### src/sv/query_string_pair_decoder_defines.svh
// assertion macros for the query string pair decoder
// no dependencies; taken in by the modules that assert
`ifndef QUERY_STRING_PAIR_DECODER_DEFINES_SVH
`define QUERY_STRING_PAIR_DECODER_DEFINES_SVH

// same-cycle implication, disabled while reset is low
`define QSPD_ASSERT_IMP(label, clk, rst_n, ante, cons, msg) \
    label: assert property (@(posedge clk) disable iff (!(rst_n)) (ante) |-> (cons)) \
        else $error(msg);

// next-cycle implication, disabled while reset is low
`define QSPD_ASSERT_NXT(label, clk, rst_n, ante, cons, msg) \
    label: assert property (@(posedge clk) disable iff (!(rst_n)) (ante) |=> (cons)) \
        else $error(msg);

`endif

### src/sv/qspd_pkg.sv
// types, character codes and hex helpers for the query string pair decoder
// no dependencies
package qspd_pkg;

    localparam int BYTE_W    = 8;
    localparam int NIBBLE_W  = 4;
    localparam int MAX_RES   = 3;
    localparam int RES_CNT_W = 2;

    localparam logic [BYTE_W-1:0] CH_PCT   = 8'h25;  // '%'
    localparam logic [BYTE_W-1:0] CH_PLUS  = 8'h2B;  // '+'
    localparam logic [BYTE_W-1:0] CH_AMP   = 8'h26;  // '&'
    localparam logic [BYTE_W-1:0] CH_EQ    = 8'h3D;  // '='
    localparam logic [BYTE_W-1:0] CH_SPACE = 8'h20;  // ' '
    localparam logic [BYTE_W-1:0] CH_W     = 8'h57;  // 'W', 'a' minus ten
    localparam logic [BYTE_W-1:0] CH_ZERO  = 8'h30;  // '0'
    localparam logic [BYTE_W-1:0] CH_NINE  = 8'h39;
    localparam logic [BYTE_W-1:0] CH_UA    = 8'h41;
    localparam logic [BYTE_W-1:0] CH_UF    = 8'h46;
    localparam logic [BYTE_W-1:0] CH_LA    = 8'h61;
    localparam logic [BYTE_W-1:0] CH_LF    = 8'h66;
    localparam logic [BYTE_W-1:0] CASE_BIT = 8'h20;

    typedef enum logic [1:0] {
        ESC_IDLE  = 2'd0,  // no escape pending
        ESC_PCT   = 2'd1,  // '%' seen
        ESC_DIGIT = 2'd2   // '%' and one hex digit seen
    } t_esc;

    typedef struct packed {
        logic              value_phase;
        t_esc              esc;
        logic [BYTE_W-1:0] held;
    } t_state;

    typedef struct packed {
        logic [BYTE_W-1:0] out_byte;
        logic              byte_valid;
        logic              in_value;
        logic              pair_end;
        logic              run_last;
    } t_result;

    function automatic logic is_hex(input logic [BYTE_W-1:0] c);
        return (c >= CH_ZERO && c <= CH_NINE) || (c >= CH_LA && c <= CH_LF) ||
               (c >= CH_UA && c <= CH_UF);
    endfunction

    function automatic logic [NIBBLE_W-1:0] hex_val(input logic [BYTE_W-1:0] c);
        logic [BYTE_W-1:0] d;
        d = (c <= CH_NINE) ? (c - CH_ZERO) : ((c | CASE_BIT) - CH_W);
        return d[NIBBLE_W-1:0];
    endfunction

    function automatic t_result make_result(input logic [BYTE_W-1:0] b,
                                            input logic valid, input logic inval);
        t_result r;
        r.out_byte   = b;
        r.byte_valid = valid;
        r.in_value   = inval;
        r.pair_end   = 1'b0;
        r.run_last   = 1'b0;
        return r;
    endfunction

endpackage

### src/sv/qspd_if.sv
// valid/ready channel interfaces for the query string pair decoder
// depends on qspd_pkg for the byte width
interface qspd_in_if;
    logic                        valid;
    logic                        ready;
    logic [qspd_pkg::BYTE_W-1:0] in_byte;
    logic                        in_last;

    modport source (output valid, output in_byte, output in_last, input ready);
    modport sink   (input valid, input in_byte, input in_last, output ready);
endinterface

interface qspd_out_if;
    logic                        valid;
    logic                        ready;
    logic [qspd_pkg::BYTE_W-1:0] out_byte;
    logic                        byte_valid;
    logic                        in_value;
    logic                        pair_end;
    logic                        run_last;

    modport source (output valid, output out_byte, output byte_valid, output in_value,
                    output pair_end, output run_last, input ready);
    modport sink   (input valid, input out_byte, input byte_valid, input in_value,
                    input pair_end, input run_last, output ready);
endinterface

### src/sv/qspd_decode.sv
// per-character decode: next parser state and up to three result items
// depends on qspd_pkg
module qspd_decode (
    input  logic [qspd_pkg::BYTE_W-1:0]    i_byte,
    input  logic                           i_last,
    input  logic                           i_plus,
    input  qspd_pkg::t_state               i_state,
    output qspd_pkg::t_state               o_state,
    output qspd_pkg::t_result              o_res [qspd_pkg::MAX_RES],
    output logic [qspd_pkg::RES_CNT_W-1:0] o_count
);
    import qspd_pkg::*;

    logic                 sep;
    logic                 hexb;
    logic                 end_pair;
    t_state               st;
    t_result              res [MAX_RES];
    logic [RES_CNT_W-1:0] cnt;

    always_comb begin
        sep      = (i_byte == CH_AMP);
        hexb     = is_hex(i_byte);
        end_pair = sep || i_last;
        st       = i_state;
        cnt      = '0;
        for (int k = 0; k < MAX_RES; k++) begin
            res[k] = '0;
        end

        if (!sep) begin
            if (!st.value_phase) begin
                if (i_byte == CH_EQ) begin
                    st.value_phase = 1'b1;
                end else begin
                    res[cnt] = make_result(i_byte, 1'b1, 1'b0);
                    cnt      = cnt + 2'd1;
                end
            end else if (st.esc == ESC_PCT && hexb) begin
                st.held = i_byte;
                st.esc  = ESC_DIGIT;
            end else if (st.esc == ESC_DIGIT && hexb) begin
                res[cnt] = make_result({hex_val(st.held), hex_val(i_byte)}, 1'b1, 1'b1);
                cnt      = cnt + 2'd1;
                st.esc   = ESC_IDLE;
            end else begin
                // broken escape goes out literally, then the byte starts afresh
                if (st.esc != ESC_IDLE) begin
                    res[cnt] = make_result(CH_PCT, 1'b1, 1'b1);
                    cnt      = cnt + 2'd1;
                end
                if (st.esc == ESC_DIGIT) begin
                    res[cnt] = make_result(st.held, 1'b1, 1'b1);
                    cnt      = cnt + 2'd1;
                end
                st.esc = ESC_IDLE;
                if (i_byte == CH_PCT) begin
                    st.esc = ESC_PCT;
                end else if (i_plus && i_byte == CH_PLUS) begin
                    res[cnt] = make_result(CH_SPACE, 1'b1, 1'b1);
                    cnt      = cnt + 2'd1;
                end else begin
                    res[cnt] = make_result(i_byte, 1'b1, 1'b1);
                    cnt      = cnt + 2'd1;
                end
            end
        end

        if (end_pair) begin
            // flush a pending escape at the end of the pair
            if (st.esc != ESC_IDLE) begin
                res[cnt] = make_result(CH_PCT, 1'b1, 1'b1);
                cnt      = cnt + 2'd1;
            end
            if (st.esc == ESC_DIGIT) begin
                res[cnt] = make_result(st.held, 1'b1, 1'b1);
                cnt      = cnt + 2'd1;
            end
            // bare pair end when nothing else came out
            if (cnt == '0) begin
                res[cnt] = make_result('0, 1'b0, st.value_phase);
                cnt      = cnt + 2'd1;
            end
            st = '0;
        end

        if (cnt != '0) begin
            res[cnt - 2'd1].pair_end = end_pair;
            res[cnt - 2'd1].run_last = 1'b1;
        end
    end

    assign o_state = st;
    assign o_count = cnt;
    assign o_res   = res;

endmodule

### src/sv/query_string_pair_decoder.sv
// query string pair decoder top level: parser state, result buffer, handshakes
// depends on qspd_pkg, qspd_if, qspd_decode and query_string_pair_decoder_defines.svh
//
// usage
//   i_in carries one query string character per item (in_byte) with in_last on
//   the final character. o_out carries result items: name bytes (in_value 0),
//   decoded value bytes (in_value 1), and pair_end on the item that closes a
//   pair; a pair with no byte left to carry it closes with a bare item
//   (byte_valid 0). run_last flags the final result of each input character.
//   i_cfg_we / i_cfg_data write plus_as_space ('+' in values becomes a space).
//   results of a character taken from i_in are registered into the buffer
//   and shown on o_out from its head. throughput: one item per cycle while
//   each character makes at most one result and o_out.ready stays high; a
//   character that makes more results (up to three, when an escape is
//   flushed) holds the output buffer until they have all left, since the
//   buffer is three deep and refilled only as its last result leaves; a
//   character with no result ('=', first escape digit) leaves it empty.
//   reset: synchronous, active low; clears the parser state, the buffer count and
//   plus_as_space. a stalled receiver holds the buffer, and i_in.ready stays
//   low until its last pending result is taken.
module query_string_pair_decoder (
    input  logic       i_clk,
    input  logic       i_rst_n,
    qspd_in_if.sink    i_in,
    qspd_out_if.source o_out,
    input  logic       i_cfg_we,
    input  logic       i_cfg_data
);
    import qspd_pkg::*;
    `include "query_string_pair_decoder_defines.svh"

    // configuration
    logic                 r_plus_as_space;

    // parser state carried between characters
    t_state               r_state;
    t_state               n_state;

    // result buffer: slot 0 is the head shown on o_out
    t_result              r_slot [MAX_RES];
    logic [RES_CNT_W-1:0] r_rem;
    t_result              dec_res [MAX_RES];
    logic [RES_CNT_W-1:0] dec_count;

    logic                 in_take;
    logic                 out_take;

    qspd_decode u_decode (
        .i_byte  (i_in.in_byte),
        .i_last  (i_in.in_last),
        .i_plus  (r_plus_as_space),
        .i_state (r_state),
        .o_state (n_state),
        .o_res   (dec_res),
        .o_count (dec_count)
    );

    // take a character when the buffer is empty or drains its last result now
    assign i_in.ready = (r_rem == '0) || (r_rem == 2'd1 && o_out.ready);
    assign in_take    = i_in.valid && i_in.ready;
    assign out_take   = o_out.valid && o_out.ready;

    always_ff @(posedge i_clk) begin
        if (!i_rst_n) begin
            r_plus_as_space <= 1'b0;
        end else if (i_cfg_we) begin
            r_plus_as_space <= i_cfg_data;
        end
    end

    always_ff @(posedge i_clk) begin
        if (!i_rst_n) begin
            r_state <= '0;
        end else if (in_take) begin
            r_state <= n_state;
        end
    end

    // buffer control
    always_ff @(posedge i_clk) begin
        if (!i_rst_n) begin
            r_rem <= '0;
        end else if (in_take) begin
            r_rem <= dec_count;
        end else if (out_take) begin
            r_rem <= r_rem - 2'd1;
        end
    end

    // buffer payload: load on a new character, shift toward the head on a take
    always_ff @(posedge i_clk) begin
        if (in_take) begin
            r_slot <= dec_res;
        end else if (out_take) begin
            for (int k = 0; k < MAX_RES - 1; k++) begin
                r_slot[k] <= r_slot[k + 1];
            end
        end
    end

    assign o_out.valid      = (r_rem != '0);
    assign o_out.out_byte   = r_slot[0].out_byte;
    assign o_out.byte_valid = r_slot[0].byte_valid;
    assign o_out.in_value   = r_slot[0].in_value;
    assign o_out.pair_end   = r_slot[0].pair_end;
    assign o_out.run_last   = r_slot[0].run_last;

    // a character is never taken over results still pending behind the head
    `QSPD_ASSERT_IMP(a_no_overwrite, i_clk, i_rst_n, in_take,
        r_rem == '0 || (r_rem == 2'd1 && out_take), "character taken over pending results")

    // the final character leaves the parser back in the name part, no escape
    `QSPD_ASSERT_NXT(a_state_cleared, i_clk, i_rst_n, in_take && i_in.in_last,
        !r_state.value_phase && r_state.esc == ESC_IDLE, "state not cleared after last")

    // the last pending result of a character carries run_last
    `QSPD_ASSERT_IMP(a_run_last, i_clk, i_rst_n, r_rem == 2'd1,
        r_slot[0].run_last, "last pending result lacks run_last")

    // a bare result only closes a pair and carries a zero byte
    `QSPD_ASSERT_IMP(a_bare_end, i_clk, i_rst_n, o_out.valid && !o_out.byte_valid,
        o_out.pair_end && o_out.out_byte == '0, "bare result malformed")

endmodule
### src/flat_wrapper.sv
// flat-port wrapper written by rule: the top's interface ports become plain ports
module query_string_pair_decoder_flat import qspd_pkg::*;
  (i_clk, i_rst_n, i_cfg_we, i_cfg_data, i_in_valid, i_in_in_byte, i_in_in_last, i_in_ready, o_out_valid, o_out_out_byte, o_out_byte_valid, o_out_in_value, o_out_pair_end, o_out_run_last, o_out_ready);
  qspd_in_if i_in_i ();
  qspd_out_if o_out_i ();
  input  logic i_clk;
  input  logic i_rst_n;
  input  logic i_cfg_we;
  input  logic i_cfg_data;
  input wire logic [$bits(i_in_i.valid)-1:0] i_in_valid;
  input wire logic [$bits(i_in_i.in_byte)-1:0] i_in_in_byte;
  input wire logic [$bits(i_in_i.in_last)-1:0] i_in_in_last;
  output wire logic [$bits(i_in_i.ready)-1:0] i_in_ready;
  output wire logic [$bits(o_out_i.valid)-1:0] o_out_valid;
  output wire logic [$bits(o_out_i.out_byte)-1:0] o_out_out_byte;
  output wire logic [$bits(o_out_i.byte_valid)-1:0] o_out_byte_valid;
  output wire logic [$bits(o_out_i.in_value)-1:0] o_out_in_value;
  output wire logic [$bits(o_out_i.pair_end)-1:0] o_out_pair_end;
  output wire logic [$bits(o_out_i.run_last)-1:0] o_out_run_last;
  input wire logic [$bits(o_out_i.ready)-1:0] o_out_ready;
  assign i_in_i.valid = i_in_valid;
  assign i_in_i.in_byte = i_in_in_byte;
  assign i_in_i.in_last = i_in_in_last;
  assign i_in_ready = i_in_i.ready;
  assign o_out_valid = o_out_i.valid;
  assign o_out_out_byte = o_out_i.out_byte;
  assign o_out_byte_valid = o_out_i.byte_valid;
  assign o_out_in_value = o_out_i.in_value;
  assign o_out_pair_end = o_out_i.pair_end;
  assign o_out_run_last = o_out_i.run_last;
  assign o_out_i.ready = o_out_ready;
  query_string_pair_decoder u_core (.i_clk(i_clk), .i_rst_n(i_rst_n), .i_in(i_in_i), .o_out(o_out_i), .i_cfg_we(i_cfg_we), .i_cfg_data(i_cfg_data));
endmodule
### config.mk
export PLATFORM = sky130hd
export DESIGN_NAME = query_string_pair_decoder_flat
export DESIGN_NICKNAME = d
export VERILOG_FILES = /design/src/sv/qspd_pkg.sv /design/src/sv/qspd_if.sv /design/src/sv/qspd_decode.sv /design/src/sv/query_string_pair_decoder.sv /design/src/flat_wrapper.sv
export VERILOG_INCLUDE_DIRS = /design/src /design/src/sv
export SDC_FILE = /design/constraint.sdc
export NUM_CORES = 1
export LEC_CHECK = 0
export ABC_AREA = 1
export BUFFER_PORTS_ARGS = -buffer_cell sky130_fd_sc_hd__buf_2
export CAP_MARGIN = 20
export CORE_ASPECT_RATIO = 0.6
export CORE_MARGIN = 2
export CORE_UTILIZATION = 45
export DETAILED_ROUTE_END_ITERATION = 7
export PLACE_DENSITY = 0.66
export SETUP_SLACK_MARGIN = 0.02
export SLEW_MARGIN = 20
export SYNTH_ARGS = -nofsm -noshare
export SYNTH_HDL_FRONTEND = slang
export SYNTH_SLANG_ARGS = --single-unit
### constraint.sdc
create_clock -name i_clk -period 4.44 [get_ports i_clk]
set_input_delay 0 -clock i_clk [delete_from_list [all_inputs] [get_ports i_clk]]
set_output_delay 0 -clock i_clk [all_outputs]
set_load 0.02 [all_outputs]
==> impl_metrics.env <==
export IMPL_dieHeight_um=75.7
export IMPL_path_class="register to register"
export IMPL_num_rows=26
export IMPL_max_freq_mhz=261
export IMPL_vias=3799
export IMPL_routabilityCongestion=1.06
export IMPL_rsz0062_at_grt="false"
export IMPL_grt_pass1_wl_um=18700
export IMPL_area_growth_pct=10.5
export IMPL_post_cts_buffers=0
export IMPL_end_kind="register"
export IMPL_numCtsBuffers=5
export IMPL_synth_cell_type_count=38
export IMPL_post_route_period_util=0.864
export IMPL_drcViolationCount=0
export IMPL_ios=29
export IMPL_cts_tree="built"
export IMPL_clock_sinks=50
export IMPL_die_w_um=123
export IMPL_skew_ns=0.00969
export IMPL_drive_gt1_frac=0.163
export IMPL_tightest_slew_ns=0.826
export IMPL_htree_num_levels=2
export IMPL_cts_root_buffer="clkbuf_16"
export IMPL_worstReg2RegEnd="u_core.o_out.out_byte[7]"
export IMPL_overflow=0
export IMPL_timing_rr_start="u_core.r_state[8]"
export IMPL_ys_seq_area_frac=0.353
export IMPL_dp_hpwl_um=9510
export IMPL_portBuffers=28
export IMPL_antenna_found_initial=0
export IMPL_finalSetupTns_ns=0
export IMPL_design_die_area_mm2=0.00934
export IMPL_ys_ff_latch=50
export IMPL_clockBufferDepth=2
export IMPL_grt_max_degree=29
export IMPL_status="complete, no violations"
export IMPL_arrival_ns=3.98
export IMPL_crit_end="u_core.o_out.out_byte[7]"
export IMPL_cellPowerDensity_mw_per_mm2=428
export IMPL_clk_pin_slew_ns=0.07
export IMPL_setup_slack_ns=0.602
export IMPL_vias_per_cell=5.65
export IMPL_grt_pass1_vias=3319
export IMPL_wl_um=12200
export IMPL_dr_pass1_iters=5
export IMPL_maxSlewHeadroom=0.449
export IMPL_crit_fanout=10
export IMPL_yosys_warnings=0
export IMPL_peakVddDrop_mv=0.476
export IMPL_r2r_slack_ns=0.60
export IMPL_synth_nets=569
export IMPL_core_area_mm2=0.00843
export IMPL_avgRoutedWirePerCell_um=18.2
export IMPL_synth_top_area_frac=0.281
export IMPL_fin_crit_ns=3.84
export IMPL_drv_slew=0
export IMPL_hold_violations=0
export IMPL_hp_class="input pin to register"
export IMPL_setup_violations=0
export IMPL_yosysTopAreaCell="edfxtp_1"
export IMPL_start_util=0.457
export IMPL_maxCapViolCount=0
export IMPL_drtIter0Drc=577
export IMPL_synthCells=537
export IMPL_worstHoldStart="i_in_in_last"
export IMPL_start_kind="register"
export IMPL_clk_latency_ns=0.31
export IMPL_syn_area_per_cell_um2=7.17
export IMPL_ant_nets=0
export IMPL_crit_start="u_core.r_state[8]"
export IMPL_netlist_area_mm2=0.00385
export IMPL_grt_usage=0.272
export IMPL_total_leakage_power_nw=1.91
export IMPL_diodes=0
export IMPL_critPathRequiredTime_ns=4.58
export IMPL_synth_area_leaders="edfxtp_1, nand2_1, dfxtp_1, a21oi_1, ha_1"
export IMPL_r2r_cells=18
export IMPL_nNetsFinal=591
export IMPL_dp_slack_ns=0.551
## layout make-up
type | count | area [um2]
fillers | 849 | 4170
multi-input cells | 408 | 2160
flip-flops and latches | 50 | 1360
inverters | 58 | 218
repair buffers | 36 | 208
well taps | 112 | 140
clock buffers | 5 | 125
clock inverters | 3 | 48.8
## kinds of logic (layout without fill, tap and decap cells)
group | Yosys count | count (layout) | synth area share
AND/OR/NAND/NOR | 271 | 271 | 0.326
flip-flops | 50 | 50 | 0.353
buffers and inverters | 79 | 102 | 0.0874
XOR/XNOR | 7 | 7 | 0.0159
AO/OA/AOI/OAI | 113 | 113 | 0.162
adder cells (fa/ha/maj) | 17 | 17 | 0.0552
## per-stage QoR
stage | utilization | hold WS (ns) | cells | instance area [um2] | power (mW)
finish | 0.505 | 0.263 | 672 | 4260 | 1.82
global placement | 0.481 | 0.190 | 661 | 4050 | 1.34
CTS | 0.505 | 0.232 | 672 | 4260 | 1.83
floorplan | - | 0.0935 | 537 | 3850 | 1.22
global route | 0.505 | 0.247 | 672 | 4260 | 1.92
detailed placement | 0.481 | 0.201 | 661 | 4050 | 1.37
## where the power goes
part           internal (mW)  switching, mW  leakage, nW
Sequential             0.710         0.0378        0.469
Combinational          0.171          0.437         1.36
Clock                  0.270          0.195       0.0819
Total                   1.15          0.670         1.91
## layout by cell type, fill, tap and decap left out, types with 2 or more instances in the layout
master	n
nand3_2	5
buf_2	28
a31o_2	2
ha_1	17
nand3_1	23
o21ai_0	33
dlygate4sd3_1	3
o21ai_2	4
xor2_1	6
buf_4	5
nand4_1	5
clkbuf_16	5
a21oi_1	47
nor2_2	4
nor2_4	4
inv_2	12
nand3_4	2
nor2_1	51
o22ai_1	2
nand2_2	6
o211ai_1	4
edfxtp_1	36
dfxtp_1	14
inv_1	46
a22oi_1	4
nand2_1	161
o21ai_1	13
nand2_4	4
## flip-flops by register name, indices dropped and copies added, names as in the netlist
register                 cells
u_core.o_out.pair_end        1
u_core.o_out.run_last        1
u_core.r_slot               24
u_core.o_out.out_byte        8
u_core.r_state              11
u_core.o_out.in_value        1
u_core.o_out.byte_valid      1
u_core.r_plus_as_space       1
u_core.r_rem                 2
## cells in the mapped netlist, drive strengths merged
cell type / count
o221ai: 1
clkbuf: 7
o211ai: 4
nor3: 1
o22ai: 2
ha: 17
o21ai: 50
nand3: 30
a21oi: 48
nand4: 7
a31o: 2
o21a: 1
dfxtp: 14
a22oi: 4
nand2: 171
a221oi: 1
xnor2: 1
buf: 14
edfxtp: 36
or2: 2
xor2: 6
nor2: 60
inv: 58
## critical path, stage by stage (launching register included)
cell and delay (ns):
dfxtp_1 0.52, nor2_2 0.07, buf_4 0.18, nand3_2 0.20
nand4_2 0.24, ha_1 0.35, inv_1 0.04, nand2_1 0.09
nand2_1 0.10, ha_1 0.29, or2_4 0.27, nand2_1 0.10
inv_1 0.06, ha_1 0.25, nor2_1 0.16, inv_1 0.09
nor2_1 0.35, a21oi_1 0.12, a21oi_1 0.19
## per-layer routing
layer | routed length (um) | GRT usage | vias to the layer above
li1 | - | - | 1809
met1 | 5950 | 0.411 | 1776
met2 | 4960 | 0.385 | 195
met3 | 1200 | 0.0719 | 19
met4 | 144 | 0.0606 | 0
met5 | 0 | 0 | -
## how the worst min path moves through the flow
stage / end / cells after the start / slack, ns
6_report: u_core.o_out.out_byte[4] / 4 / 0.26
5_1_grt: u_core.o_out.out_byte[4] / 4 / 0.25
4_1_cts: u_core.o_out.out_byte[4] / 4 / 0.23
3_5_place_dp: u_core.r_plus_as_space / 2 / 0.20
3_3_place_gp: u_core.r_plus_as_space / 2 / 0.19
2_1_floorplan: u_core.r_plus_as_space / 1 / 0.09
## repair_timing
action | CTS | global route
gates resized for setup | 0 | 0
hold buffers | 3 | 0
hold endpoints to repair | 2 | 0
endpoints found under the setup margin | 0 | 0
(Power assumes the default switching activity.)
